File: config.mk
export PLATFORM = sky130hd
export DESIGN_NAME = lqrbw_mul
export DESIGN_NICKNAME = d
export VERILOG_FILES = /design/src/hdl/lqrbw_pkg.sv /design/src/hdl/lqrbw_mul.sv
export SDC_FILE = /design/constraint.sdc
export NUM_CORES = 2
export LEC_CHECK = 0
export BUFFER_PORTS_ARGS = -buffer_cell sky130_fd_sc_hd__clkbuf_2
export CORE_MARGIN = 2
export CORE_UTILIZATION = 51
export CTS_CLUSTER_SIZE = 20
export DETAILED_ROUTE_END_ITERATION = 10
export GPL_ROUTABILITY_DRIVEN = 0
export PLACE_DENSITY = 0.71
export SYNTH_ARGS = -nofsm -noshare
export SYNTH_HDL_FRONTEND = slang
export SYNTH_SLANG_ARGS = --single-unit
File: constraint.sdc
create_clock -name i_clk -period 10.1 [get_ports i_clk]
set_clock_uncertainty 0.15 [all_clocks]
set_input_delay 1.01 -clock i_clk [delete_from_list [all_inputs] [get_ports i_clk]]
set_output_delay 1.01 -clock i_clk [all_outputs]
set_load 0.05 [all_outputs]
File: src/hdl/lqrbw_pkg.sv
// Shared types and constants of the wheel-leg balance controller.
// Holds the item structs, event and register codes, fixed-point constants.
// No dependencies.
`default_nettype none

package lqrbw_pkg;

    localparam int unsigned DATA_W    = 32;
    localparam int unsigned CFG_W     = 31;
    localparam int unsigned CFG_COUNT = 8;
    localparam int unsigned CFG_IDX_W = 3;

    localparam int unsigned MUL_A_W = 33;
    localparam int unsigned MUL_B_W = 32;
    localparam int unsigned MUL_P_W = MUL_A_W + MUL_B_W;

    localparam logic [1:0] FUNC_IMU   = 2'd0;
    localparam logic [1:0] FUNC_CMD   = 2'd1;
    localparam logic [1:0] FUNC_JOINT = 2'd2;

    localparam logic [CFG_IDX_W-1:0] CFG_GAIN_SPEED      = 3'd0;
    localparam logic [CFG_IDX_W-1:0] CFG_GAIN_PITCH_RATE = 3'd1;
    localparam logic [CFG_IDX_W-1:0] CFG_GAIN_YAW_RATE   = 3'd2;
    localparam logic [CFG_IDX_W-1:0] CFG_GAIN_PITCH      = 3'd3;
    localparam logic [CFG_IDX_W-1:0] CFG_GAIN_SPEED_INT  = 3'd4;
    localparam logic [CFG_IDX_W-1:0] CFG_GAIN_YAW_INT    = 3'd5;
    localparam logic [CFG_IDX_W-1:0] CFG_WHEEL_LIMIT     = 3'd6;
    localparam logic [CFG_IDX_W-1:0] CFG_INT_LIMIT       = 3'd7;

    localparam logic [CFG_W-1:0] CFG_RESET [CFG_COUNT] = '{
        31'd50633, 31'd4227, 31'd6200, 31'd63544,
        31'd110894, 31'd5059, 31'd294912, 31'd131072
    };

    // Leg damping 0.1 in Q0.32, wheel radius 0.0183 in Q0.32,
    // radius over half track in Q0.30.
    localparam logic [MUL_B_W-1:0] KD_Q32 = 32'd429496730;
    localparam logic [MUL_B_W-1:0] R_Q32  = 32'd78597902;
    localparam logic [MUL_B_W-1:0] RD_Q30 = 32'd248664583;

    localparam logic signed [DATA_W-1:0] PITCH_LIMIT = 32'sd19660;
    localparam logic [DATA_W-1:0]        DT_LIMIT    = 32'd6553;

    typedef struct packed {
        logic [1:0]               func;
        logic signed [DATA_W-1:0] pitch;
        logic signed [DATA_W-1:0] pitch_rate;
        logic signed [DATA_W-1:0] target_speed;
        logic signed [DATA_W-1:0] target_yaw_rate;
        logic signed [DATA_W-1:0] left_leg_pos;
        logic signed [DATA_W-1:0] left_leg_vel;
        logic signed [DATA_W-1:0] right_leg_pos;
        logic signed [DATA_W-1:0] right_leg_vel;
        logic signed [DATA_W-1:0] left_wheel_vel;
        logic signed [DATA_W-1:0] right_wheel_vel;
        logic [DATA_W-1:0]        sample_time;
    } t_in_item;

    typedef struct packed {
        logic signed [DATA_W-1:0] leg_torque_l;
        logic signed [DATA_W-1:0] leg_torque_r;
        logic signed [DATA_W-1:0] wheel_torque_l;
        logic signed [DATA_W-1:0] wheel_torque_r;
        logic                     braking;
    } t_out_item;

endpackage

`default_nettype wire

File: src/hdl/lqrbw_mul.sv
// Shared signed multiplier with a registered product.
// Depends on lqrbw_pkg for operand widths.
`default_nettype none

module lqrbw_mul (
    input  wire logic                                  i_clk,
    input  wire logic signed [lqrbw_pkg::MUL_A_W-1:0]  i_a,
    input  wire logic signed [lqrbw_pkg::MUL_B_W-1:0]  i_b,
    output logic signed [lqrbw_pkg::MUL_P_W-1:0]       o_p
);
    import lqrbw_pkg::*;

    logic signed [MUL_P_W-1:0] r_p;

    always_ff @(posedge i_clk) begin
        r_p <= MUL_P_W'(i_a) * MUL_P_W'(i_b);
    end

    assign o_p = r_p;

endmodule

`default_nettype wire

==> results list <==
- Count of unique library cells instantiated by Yosys: 55
- The count of buffers added on input and output ports is 130.
- In this run the remaining antenna-violating nets after routing total 0.
- Traced cell by cell, the critical path runs through clkbuf_2, nand2_1, fa_1, fa_1, inv_1, fa_1, inv_1, fa_1, inv_1, fa_1, fa_1, fa_1, fa_1, ha_1, a21o_1, a21o_1, a2111oi_0, o21a_1, o21ai_0, nand2_1, nand2_1, a2111oi_0, o41ai_1, xor2_1.
* Count of mapped cells out of synthesis: around 4000
- Final core utilization: 0.541
- Kind of start point of the critical path: input port
* H-tree depth: 3
- Data arrives at the worst endpoint at around 9.3 ns.
- Along the worst path, the maximum fanout reaches 24.
- Crit Path Category: input port to flip-flop
- Maximum number of pins on one net before global-route repair: 34
- In the global route stage, overall resource usage came out at 0.272.
* Number of hold buffers added after cts: 0
- In the finished design, the share of the clock period the worst path needs comes to 0.904.
- Setup_tns: 0 ns
- Leading area contributor after synthesis: sky130_fd_sc_hd__fa_1
- On the critical path, the stage with the largest delay is an instance of sky130_fd_sc_hd__a2111oi_0.
- Buffers inserted during clock tree synthesis total 9.
- Final count of negative-setup-slack endpoints: 0
- CTS sink count: 65
- Detailed Route WL: a little under 100 mm
- The total count of max-transition violations in the final report is 0.
- From synthesis to final layout, the design area changed by 5.17%.
- Number of vias per cell after detailed routing: 5.29
- After clock tree synthesis, the clock-pin slew on the worst setup and hold paths is around 0.07 ns.
* Antenna violations before repair: 6
* Remaining routing DRC violations: 0
- Upper clock frequency limit: around 110 MHz
- Cell area after technology mapping: 38200 um2
- The first routing iteration left about 1500 violations.
- The number of hold violations in the final report came to 0.
- Detailed placement ended at an HPWL of 83.6 mm.
- Share of Yosys cell area claimed by the top area cell type: 0.582
- Setup repair after global routing left no endpoint under its margin.
- Die outline area: between 70000 and 80000 um2
* Number of cells on the worst hold path: 2
- Number of global-route vias before repair: 29500
* Total number of yosys warnings: 0
* Initial Utilization: 0.515
* Result of the run: finished clean
- Dividing the detail-routed wire length by the instance count gives 19.6 um.
- Most frequent cell on the critical path: sky130_fd_sc_hd__fa_1
- The floorplan has 100 rows.
- The register with the most flip-flops in the layout has between 60 and 70 of them.
* Wire length of the first global-routing pass: between 150 and 200 mm
- Of all flip-flops after synthesis, the portion carrying an async set or reset was 0.
* Pre-CTS worst setup slack: approximately 0.63 ns
- The floorplan step defined a core boundary enclosing about 74000 um2.
* Via Count: about 26000
- Post-synthesis average cell area: 9.53 um2
* Proportion of layout cells with a drive suffix above 1: 0.0566
- Max-cap violations in this run came to 0.
- Synthesized net count: 5378
- In this run the deepest clock path goes through 2 buffers.
* Portion of the post-synthesis area used by sequential elements: 0.0340
* Clock root buffer: sky130_fd_sc_hd__clkbuf_16
- Headroom to the max-slew limit came out at 0.401.
* Count of flip-flops with a built-in enable after synthesis: 0
* IO Pins: 131
* Data required time of the worst path: between 10 and 15 ns
* Remaining global-route overflow: 0
- Dominant synthesized flop cell: sky130_fd_sc_hd__dfxtp_1
- The final layout contains about 5400 nets.
- Final critical-path setup slack: around 0.97 ns
* Critical path endpoint category: flip-flop
* Die boundary height: between 200 and 300 um
- Subtracting the final worst setup slack from the clock period gives 9.13 ns.
* Clock tree from TritonCTS: done
* Post-cts resize count: 0
- Cell types with the largest area share after synthesis: sky130_fd_sc_hd__fa_1, sky130_fd_sc_hd__inv_1, sky130_fd_sc_hd__and2_1, sky130_fd_sc_hd__ha_1, sky130_fd_sc_hd__nand2_1
- On the worst path, the slowest cell contributes a delay of 0.78 ns.
- Number of register bits inferred by synthesis: 65
* Classification of the worst-slack hold path: input port to flip-flop
* Number of optimization iterations in the first detailed-route pass: 5
- At the pin with the least slew margin, the transition time is 0.899 ns.
- Number of post-CTS setup repair buffers: 0
* DIE WIDTH: about 280 um
cell type report:
cell class                      instances  area [um2]
Fill cell                            6637       34100
Multi-Input combinational cell       2749       32400
Inverter                              989        3710
Sequential cell                        65        1300
Timing Repair Buffer                  207        1240
Tap cell                              969        1210
Clock buffer                           11         233
Clock inverter                          5        80.1
Antenna cell                            1        2.50
cells in the final DEF, fill, tap and decap left out, types with 25 or more instances in the layout:
cell type                     n
sky130_fd_sc_hd__a21o_1      30
sky130_fd_sc_hd__a21oi_1     70
sky130_fd_sc_hd__and2_1     531
sky130_fd_sc_hd__buf_4       76
sky130_fd_sc_hd__clkbuf_2   130
sky130_fd_sc_hd__dfxtp_1     65
sky130_fd_sc_hd__fa_1      1112
sky130_fd_sc_hd__ha_1       186
sky130_fd_sc_hd__inv_1      989
sky130_fd_sc_hd__nand2_1    536
sky130_fd_sc_hd__nor2_1      47
sky130_fd_sc_hd__o21ai_0     25
sky130_fd_sc_hd__xnor2_1     47
sky130_fd_sc_hd__xor2_1      27
routing by layer:
layer  vias up  GRT usage  wire length, um
met5         -          0               64
met4        10      0.132             5460
met3       208     0.0434             5890
met2       862      0.458            48900
met1     13900      0.344            37500
li1      11400          -                -
worst paths after layout:
path | start | end
max | i_b[3] | o_p[61]$_DFF_P_
min | i_a[0] | o_p[0]$_DFF_P_
synthesized netlist by cell type (all sizes together) (6+ instances only):
master,number
fa,1112
inv,989
nand2,536
and2,531
clkbuf,210
ha,186
a21oi,70
dfxtp,65
nor2,47
xnor2,47
o21ai,31
a21o,30
xor2,27
o21bai,13
nand3,12
nand4,12
nand2b,11
a31oi,8
and3,8
o31ai,7
a211oi,6
nor2b,6
o21a,6
per-stage QoR:
stage          hold WS (ns)  area (um2)  instances
6_report               1.22       40200       4996
5_1_grt                1.25       40200       4995
4_1_cts                1.22       40200       4995
3_5_place_dp           1.36       39900       4979
3_3_place_gp           1.36       39900       4979
2_1_floorplan         0.987       38200       4014
critical path: cells and delay by family:
family                   cells  cell delay (ns)
AO/OA/AOI/OAI                7             2.26
adder cells (fa/ha/maj)      9             4.50
XOR/XNOR                     1             0.18
AND/OR/NAND/NOR              3             0.49
buffers and inverters        4             0.83
cells by family after synthesis:
family / after synthesis / share of synthesized area
AO/OA/AOI/OAI: 202 / 0.0347
adder cells (fa/ha/maj): 1298 / 0.643
buffers and inverters: 1200 / 0.118
AND/OR/NAND/NOR: 1175 / 0.154
flip-flops: 65 / 0.0340
XOR/XNOR: 74 / 0.0169
Power is not shown: default switching activity piles up to over one toggle a cycle in this logic, so the estimate is an artifact.
